$ cat config.mk
export PLATFORM = sky130hd
export DESIGN_NAME = seven_segment_rect_generator
export DESIGN_NICKNAME = d
export VERILOG_FILES = /design/src/hw/rtl/ssr_pkg.sv /design/src/hw/rtl/ssr_decode.sv /design/src/hw/rtl/ssr_geom.sv /design/src/hw/rtl/seven_segment_rect_generator.sv
export SDC_FILE = /design/constraint.sdc
export NUM_CORES = 1
export LEC_CHECK = 0
export BUFFER_PORTS_ARGS = -buffer_cell sky130_fd_sc_hd__buf_4
export CAP_MARGIN = 20
export CORE_MARGIN = 5
export CORE_UTILIZATION = 35
export CTS_CLUSTER_SIZE = 28
export DETAILED_ROUTE_END_ITERATION = 10
export HOLD_SLACK_MARGIN = 0.12
export PLACE_DENSITY = 0.56
export SLEW_MARGIN = 15
export SYNTH_ARGS = -nofsm -noshare
export SYNTH_HDL_FRONTEND = slang
export SYNTH_SLANG_ARGS = --single-unit
export TNS_END_PERCENT = 30
$ cat constraint.sdc
create_clock -name clk -period 5.2 [get_ports clk]
set_clock_uncertainty 0.1 [all_clocks]
set_input_delay 0.26 -clock clk [delete_from_list [all_inputs] [get_ports clk]]
set_output_delay 0.26 -clock clk [all_outputs]
set_load 0.005 [all_outputs]
$ cat src/hw/rtl/ssr_pkg.sv
`default_nettype none

package ssr_pkg;

  localparam int COORD_BITS = 10;
  localparam int RECT_W     = 12;
  localparam int ID_W       = 4;
  localparam int NUM_SLOTS  = 9;
  localparam int COLOUR_W   = 16;
  localparam int DIGIT_W    = 4;

  typedef logic [COORD_BITS-1:0]  coord_t;
  typedef logic signed [RECT_W-1:0] rect_coord_t;
  typedef logic [ID_W-1:0]        seg_id_t;
  typedef logic [NUM_SLOTS-1:0]   slot_mask_t;
  typedef logic [6:0]             seg7_t;
  typedef logic [COLOUR_W-1:0]    colour_t;
  typedef logic [DIGIT_W-1:0]     digit_t;

  // bit positions in the seven-segment pattern
  localparam int SEG_A = 0;
  localparam int SEG_B = 1;
  localparam int SEG_C = 2;
  localparam int SEG_D = 3;
  localparam int SEG_E = 4;
  localparam int SEG_F = 5;
  localparam int SEG_G = 6;

  // rectangle ids; emission order follows the id order
  localparam seg_id_t ID_A      = 4'd0;
  localparam seg_id_t ID_G      = 4'd1;
  localparam seg_id_t ID_D      = 4'd2;
  localparam seg_id_t ID_F      = 4'd3;
  localparam seg_id_t ID_E      = 4'd4;
  localparam seg_id_t ID_LFULL  = 4'd5;
  localparam seg_id_t ID_B      = 4'd6;
  localparam seg_id_t ID_C      = 4'd7;
  localparam seg_id_t ID_RFULL  = 4'd8;

  typedef struct packed {
    coord_t x;
    coord_t y;
    coord_t w;
    coord_t h;
    coord_t t;
    seg7_t  seg;
  } cell_t;

  typedef struct packed {
    rect_coord_t x;
    rect_coord_t y;
    rect_coord_t w;
    rect_coord_t h;
  } rect_t;

  function automatic seg7_t seg_lookup(input digit_t d);
    seg7_t s;
    unique case (d)
      4'd0:    s = 7'h3F;
      4'd1:    s = 7'h06;
      4'd2:    s = 7'h5B;
      4'd3:    s = 7'h4F;
      4'd4:    s = 7'h66;
      4'd5:    s = 7'h6D;
      4'd6:    s = 7'h7D;
      4'd7:    s = 7'h07;
      4'd8:    s = 7'h7F;
      4'd9:    s = 7'h6F;
      default: s = 7'h00;
    endcase
    return s;
  endfunction

  function automatic rect_coord_t to_rect(input coord_t v);
    return rect_coord_t'(v);
  endfunction

endpackage

`default_nettype wire

$ cat src/hw/rtl/ssr_decode.sv
`default_nettype none

module ssr_decode (
  input  wire ssr_pkg::digit_t     digit,
  output ssr_pkg::seg7_t           seg,
  output ssr_pkg::slot_mask_t      mask
);

  logic l_full;
  logic r_full;

  assign seg = ssr_pkg::seg_lookup(digit);

  // without the middle bar a fully lit side is drawn as one stroke
  assign l_full = !seg[ssr_pkg::SEG_G] && seg[ssr_pkg::SEG_F] && seg[ssr_pkg::SEG_E];
  assign r_full = !seg[ssr_pkg::SEG_G] && seg[ssr_pkg::SEG_B] && seg[ssr_pkg::SEG_C];

  always_comb begin
    mask = '0;
    mask[ssr_pkg::ID_A]     = seg[ssr_pkg::SEG_A];
    mask[ssr_pkg::ID_G]     = seg[ssr_pkg::SEG_G];
    mask[ssr_pkg::ID_D]     = seg[ssr_pkg::SEG_D];
    mask[ssr_pkg::ID_F]     = seg[ssr_pkg::SEG_F] && !l_full;
    mask[ssr_pkg::ID_E]     = seg[ssr_pkg::SEG_E] && !l_full;
    mask[ssr_pkg::ID_LFULL] = l_full;
    mask[ssr_pkg::ID_B]     = seg[ssr_pkg::SEG_B] && !r_full;
    mask[ssr_pkg::ID_C]     = seg[ssr_pkg::SEG_C] && !r_full;
    mask[ssr_pkg::ID_RFULL] = r_full;
  end

endmodule

`default_nettype wire

$ cat src/hw/rtl/ssr_geom.sv
`default_nettype none

module ssr_geom (
  input  wire ssr_pkg::cell_t    shape,
  input  wire ssr_pkg::seg_id_t  id,
  output ssr_pkg::rect_t         rect
);

  ssr_pkg::rect_coord_t x, y, w, h, t;
  ssr_pkg::rect_coord_t mid_y, top_y, top_h, bot_y, bot_h, bot_end, full_h;
  ssr_pkg::rect_coord_t d_y, right_x;

  // all arithmetic wraps at the 12-bit output width
  assign x = ssr_pkg::to_rect(shape.x);
  assign y = ssr_pkg::to_rect(shape.y);
  assign w = ssr_pkg::to_rect(shape.w);
  assign h = ssr_pkg::to_rect(shape.h);
  assign t = ssr_pkg::to_rect(shape.t);

  assign mid_y   = y + ssr_pkg::to_rect(shape.h >> 1) - ssr_pkg::to_rect(shape.t >> 1);
  assign top_y   = shape.seg[ssr_pkg::SEG_A] ? (y + t) : y;
  assign top_h   = mid_y - top_y;
  assign bot_y   = mid_y + t;
  assign d_y     = y + h - t;
  assign bot_end = shape.seg[ssr_pkg::SEG_D] ? d_y : (y + h);
  assign bot_h   = bot_end - bot_y;
  assign full_h  = bot_end - top_y;
  assign right_x = x + w - t;

  always_comb begin
    unique case (id)
      ssr_pkg::ID_A:     rect = '{x: x,       y: y,     w: w, h: t};
      ssr_pkg::ID_G:     rect = '{x: x,       y: mid_y, w: w, h: t};
      ssr_pkg::ID_D:     rect = '{x: x,       y: d_y,   w: w, h: t};
      ssr_pkg::ID_F:     rect = '{x: x,       y: top_y, w: t, h: top_h};
      ssr_pkg::ID_E:     rect = '{x: x,       y: bot_y, w: t, h: bot_h};
      ssr_pkg::ID_LFULL: rect = '{x: x,       y: top_y, w: t, h: full_h};
      ssr_pkg::ID_B:     rect = '{x: right_x, y: top_y, w: t, h: top_h};
      ssr_pkg::ID_C:     rect = '{x: right_x, y: bot_y, w: t, h: bot_h};
      ssr_pkg::ID_RFULL: rect = '{x: right_x, y: top_y, w: t, h: full_h};
      default:           rect = '0;
    endcase
  end

endmodule

`default_nettype wire

$ cat src/hw/rtl/seven_segment_rect_generator.sv
// Seven-segment rectangle generator.
// A digit request (cell origin, size, stroke, digit, colour) is taken at a
// rising edge where start is high and busy is low. For each lit segment one
// rectangle word leaves on the out_ ports for exactly one cycle, flagged by
// out_strobe, in the order a, g, d, left side, right side; out_last marks the
// final word of a digit. Digits 10 to 15 produce no words.
// An accepted request is stored in the pending mask and cell registers;
// each word is then registered into the out_ registers. Words of one
// digit follow back to back, one per cycle. A digit has at most 7
// rectangles; busy drops while the last word of the current digit is
// picked from the pending set, so the next digit's first word follows with
// no gap. The rate is set by the single rectangle output port.
// Reset (synchronous, rst_n low) drops all pending words and the strobe.
// The receiver cannot stall: every strobed word is taken in its cycle.
`default_nettype none

module seven_segment_rect_generator (
  input  wire                         clk,
  input  wire                         rst_n,
  input  wire                         start,
  output logic                        busy,
  input  wire ssr_pkg::coord_t        in_cell_x,
  input  wire ssr_pkg::coord_t        in_cell_y,
  input  wire ssr_pkg::coord_t        in_cell_width,
  input  wire ssr_pkg::coord_t        in_cell_height,
  input  wire ssr_pkg::coord_t        in_stroke,
  input  wire ssr_pkg::digit_t        in_digit,
  input  wire ssr_pkg::colour_t       in_colour,
  output logic                        out_strobe,
  output ssr_pkg::rect_coord_t        out_rect_x,
  output ssr_pkg::rect_coord_t        out_rect_y,
  output ssr_pkg::rect_coord_t        out_rect_w,
  output ssr_pkg::rect_coord_t        out_rect_h,
  output ssr_pkg::colour_t            out_rect_colour,
  output ssr_pkg::seg_id_t            out_segment_id,
  output logic                        out_last
);

  ssr_pkg::seg7_t      new_seg;
  ssr_pkg::slot_mask_t new_mask;

  ssr_pkg::cell_t      cell_r, cell_nxt;
  ssr_pkg::colour_t    colour_r, colour_nxt;
  ssr_pkg::slot_mask_t pend_r, pend_nxt;

  ssr_pkg::slot_mask_t pick;
  ssr_pkg::slot_mask_t rest;
  ssr_pkg::seg_id_t    pick_id;
  ssr_pkg::rect_t      rect;
  logic                accept;

  logic                strobe_r, strobe_nxt;
  logic                last_r, last_nxt;
  ssr_pkg::rect_t      rect_r, rect_nxt;
  ssr_pkg::colour_t    ocol_r, ocol_nxt;
  ssr_pkg::seg_id_t    id_r, id_nxt;

  ssr_decode u_decode (
    .digit (in_digit),
    .seg   (new_seg),
    .mask  (new_mask)
  );

  // lowest pending slot goes out first
  assign pick = pend_r & (~pend_r + ssr_pkg::slot_mask_t'(1));
  assign rest = pend_r & ~pick;

  always_comb begin
    pick_id = '0;
    for (int i = 0; i < ssr_pkg::NUM_SLOTS; i++) begin
      if (pick[i]) begin
        pick_id = pick_id | ssr_pkg::seg_id_t'(i);
      end
    end
  end

  ssr_geom u_geom (
    .shape (cell_r),
    .id    (pick_id),
    .rect  (rect)
  );

  // free once the word leaving now is the current digit's last
  assign busy   = |rest;
  assign accept = start && !busy;

  always_comb begin
    cell_nxt   = cell_r;
    colour_nxt = colour_r;
    pend_nxt   = rest;
    if (accept) begin
      cell_nxt   = '{x: in_cell_x, y: in_cell_y, w: in_cell_width,
                     h: in_cell_height, t: in_stroke, seg: new_seg};
      colour_nxt = in_colour;
      pend_nxt   = new_mask;
    end
  end

  assign strobe_nxt = |pend_r;
  assign last_nxt   = (rest == '0);
  assign rect_nxt   = rect;
  assign ocol_nxt   = colour_r;
  assign id_nxt     = pick_id;

  always_ff @(posedge clk) begin
    if (!rst_n) begin
      pend_r   <= '0;
      strobe_r <= 1'b0;
    end else begin
      pend_r   <= pend_nxt;
      strobe_r <= strobe_nxt;
    end
  end

  always_ff @(posedge clk) begin
    cell_r   <= cell_nxt;
    colour_r <= colour_nxt;
    last_r   <= last_nxt;
    rect_r   <= rect_nxt;
    ocol_r   <= ocol_nxt;
    id_r     <= id_nxt;
  end

  assign out_strobe      = strobe_r;
  assign out_rect_x      = rect_r.x;
  assign out_rect_y      = rect_r.y;
  assign out_rect_w      = rect_r.w;
  assign out_rect_h      = rect_r.h;
  assign out_rect_colour = ocol_r;
  assign out_segment_id  = id_r;
  assign out_last        = last_r;

  a_pend_emits: assert property (@(posedge clk) disable iff (!rst_n)
    (pend_r != '0) |=> strobe_r)
    else $error("pending rectangle not emitted");

  a_free_single: assert property (@(posedge clk) disable iff (!rst_n)
    !busy |-> ($countones(pend_r) <= 1))
    else $error("accepting while several rectangles pending");

  a_last_ends: assert property (@(posedge clk) disable iff (!rst_n)
    (strobe_r && !last_r) |-> (pend_r != '0))
    else $error("digit ended without last word");

  a_busy_blocks: assert property (@(posedge clk) disable iff (!rst_n)
    busy |=> (pend_r == $past(rest)))
    else $error("pending set changed while busy");

endmodule

`default_nettype wire
==> qor.csv <==
metric,value,unit
status,"finished, final reports clean",
Hold Crit Class,in -> reg,
Core ar.,0.02710,sq mm
gpl congestion,0.9093,
# placed instances,1522,
Final period util,96.75,%
Final Non-Filler Cells,1630,
Post-Syn Instances,987,
Post-DP Area,0.01143,sq mm
pin count of the biggest net entering global routing,62,
sequential share of the synthesized area,37.08,%
all-layer global routing usage,17.27,%
Mapped Area,0.009663,sq mm
Reg power frac,19.4,%
Final Hold Fails,0,
"Worst Path Class, Setup",reg -> reg,
clock sink total,145,
CP startpoint kind,flop,
grt ovf,0,
Max Clk Rate,0.1988,GHz
cell-internal power,4641,uW
DRT Pass-1 Iters,5,
RSZ-0062 raised after global routing,yes,
Clock Latency Late Sink,0.44,ns
Max IR drop VDD,0.0003576,V
crit-path max FO,4,
drt wl/cell,16.60,microns
crit path capture type,flop,
Post-synth EDFFs,68,
H-tree levels,4,
Combinational Power Share,66.1,%
# DRC,0,
WHS Path Cells,4,
ys flop type,dfxtp_1,
Final ANT Viol Nets,0,
"area leader, netlist",edfxtp_1,
Fin Hold WS,0.1379,ns
initial antenna violation count,0,
Std-Cell Rows,60,
top cell type's share of synthesized area,21.13,%
synth warn,0,
via count,8217,
Die Wd,176.2,microns
leakage,0.005590,uW
DRT Wirelength,27.07,mm
Sw Share,41.67,%
share of total power in the clock network,14.5,%
Post-Place Setup Slack,-0.04639,ns
initial drt markers,367,
Initial Util,35.66,%
layout cells sized above 1,22.28,%
Worst-path clk slew,0.07,ns
Num CTS Buffers,17,
"FF+latch count, synth",145,
Setup-failing EPs final,0,
Tmin final,5.031,ns
Post-synth ARST share,0,%
post-route design area,0.01285,sq mm
Max-slew headroom,45.39,%
Post-synth top cells,"ha_1, a21oi_1, dfxtp_1, o21ai_0, edfxtp_1",
Final Net Count,1444,
max-cap viol count,0,
Yosys cell types,73,
DP HPWL,20.58,mm
Die Ht,176.2,microns
Bufs on Longest Clock Path,2,
full die area,0.03103,sq mm
io pins,144,
first-pass GRT wire length,42.77,mm
CTS tree,done,
Synth area leaders,"edfxtp_1, dfxtp_1, ha_1",
slew of the pin with the lowest slew margin,0.8192,ns
Port Buffers,141,
most numerous cell in the Yosys netlist,ha_1,
Worst Path Arrival,5.24,ns
Crit path required time,5.40,ns
final worst slack,0.1690,ns
Psw,3315,uW
Slew Limit Fails,0,
Layout area overhead,32.99,%
Tot Pwr,7956,uW
Power Density,619.1,mW/mm^2
Synth Area per Inst,9.790,sq um
worst reg2reg path depth,24,
root buffer cell,clkbuf_16,
vias in the first global route,8315,
Vias/cell,5.041,
## final cells by class
cell class              count  area (sq um)
flip-flops and latches    145          3583
well taps                 372         465.4
inverters                  51         191.4
repair buffers            262          2135
fillers                  2523         14250
diodes                      1         2.502
clock inverters            13         112.6
multi-input cells         767          5928
clock buffers              19         432.9
## power groups by stage
stage	logic, uW	clock network (uW)	registers, uW
final	5260	1160	1540
after detailed placement	4970	0	1560
after global placement	4960	0	1560
after floorplan	3480	0	1550
after global routing	5800	1250	1560
after CTS	5060	1190	1540
## per-stage QoR
stage,util (%),TNS [ns]
floorplan,-,0
global placement,42.17,-0.04404
detailed placement,42.17,-0.04639
CTS,46.67,0
global route,47.41,-0.1453
finish,47.42,0
## sequential cells by signal (all words and copies together) (netlist names)
register         flops
out_rect_h          12
out_strobe           1
out_rect_x          12
cell_r              52
out_rect_colour     16
out_rect_y          12
out_last             1
out_segment_id       4
pend_r               9
colour_r            16
out_rect_w          10
## per-layer routing
metal / vias up / global-route usage (%) / share of wire [%]
met4: 0 / 4.288 / 1.5
met5: - / 0 / 0
met1: 3850 / 22.70 / 47
met3: 23 / 4.411 / 5.6
met2: 202 / 28.51 / 46
li1: 4142 / - / -
## layout by cell type, fill, tap and decap left out, types with 6 or more instances in the layout
cell and count:
nor3_1 14, xnor2_1 57, a21o_1 26, xor2_1 28, o22ai_1 13, buf_4 195
a222oi_1 6, a21oi_1 72, nor2b_1 18, mux2i_1 10, o31ai_1 6, nor2_1 54
edfxtp_1 68, nand2_1 60, nand3_1 12, mux2_2 12, nand2b_1 20, dfxtp_1 77
o221ai_1 9, and3_1 7, o21a_1 13, a21oi_2 9, clkbuf_16 17, inv_1 51
fa_1 9, o21bai_1 15, ha_1 111, o211ai_1 7, o21ai_0 68, dlygate4sd3_1 67
or3_1 8
## worst max-delay path, stage by stage (launching register included)
cell      delay [ns]
edfxtp_1        0.45
buf_4           0.17
fa_2            0.36
nand2_1         0.11
nand2_1         0.08
a21oi_2         0.15
xnor2_1         0.07
ha_1            0.33
o21ai_0         0.09
nor2_1          0.10
o31a_1          0.33
o21a_1          0.19
nor2_2          0.13
xnor2_2         0.15
ha_1            0.29
a21oi_1         0.20
o21ai_2         0.12
xnor2_2         0.17
ha_1            0.32
or3_1           0.39
o21ai_2         0.07
a21oi_1         0.06
xnor2_1         0.18
xnor2_1         0.14
o221ai_1        0.14
## logic make-up after synthesis
kind of cell               share of synthesized area (%)
muxes                                              2.434
adders and majority gates                          17.52
buffers and inverters                              3.224
DFF                                                37.08
and+or+nand+nor                                    11.12
AOI/OAI and AO/OA                                  20.33
other                                            0.03881
xor gates and xnor gates                           8.248
## worst paths after layout
check / endpoint / from / slack [ns]
worst max-delay path: out_rect_h[11]$_SDFF_PN0_ / cell_r[38]$_DFFE_PP_ / 0.17
worst min-delay path: pend_r[3]$_SDFF_PN0_ / in_digit[2] / 0.14
worst max register to register: out_rect_h[11]$_SDFF_PN0_ / cell_r[38]$_DFFE_PP_ / 0.17
worst min register to register: out_rect_colour[5]$_DFF_P_ / colour_r[5]$_DFFE_PP_ / 0.24
## what timing repair did
| item | CTS | global route |
|---|---|---|
| buffers inserted | 0 | 8 |
| pin swaps | 0 | 15 |
| resized for setup | 2 | 33 |
| hold endpoints to repair | 76 | 0 |
| hold buffers | 67 | 0 |
| endpoints found under the setup margin | 2 | 3 |
No activity file was read; power rests on OpenSTA's default activity.
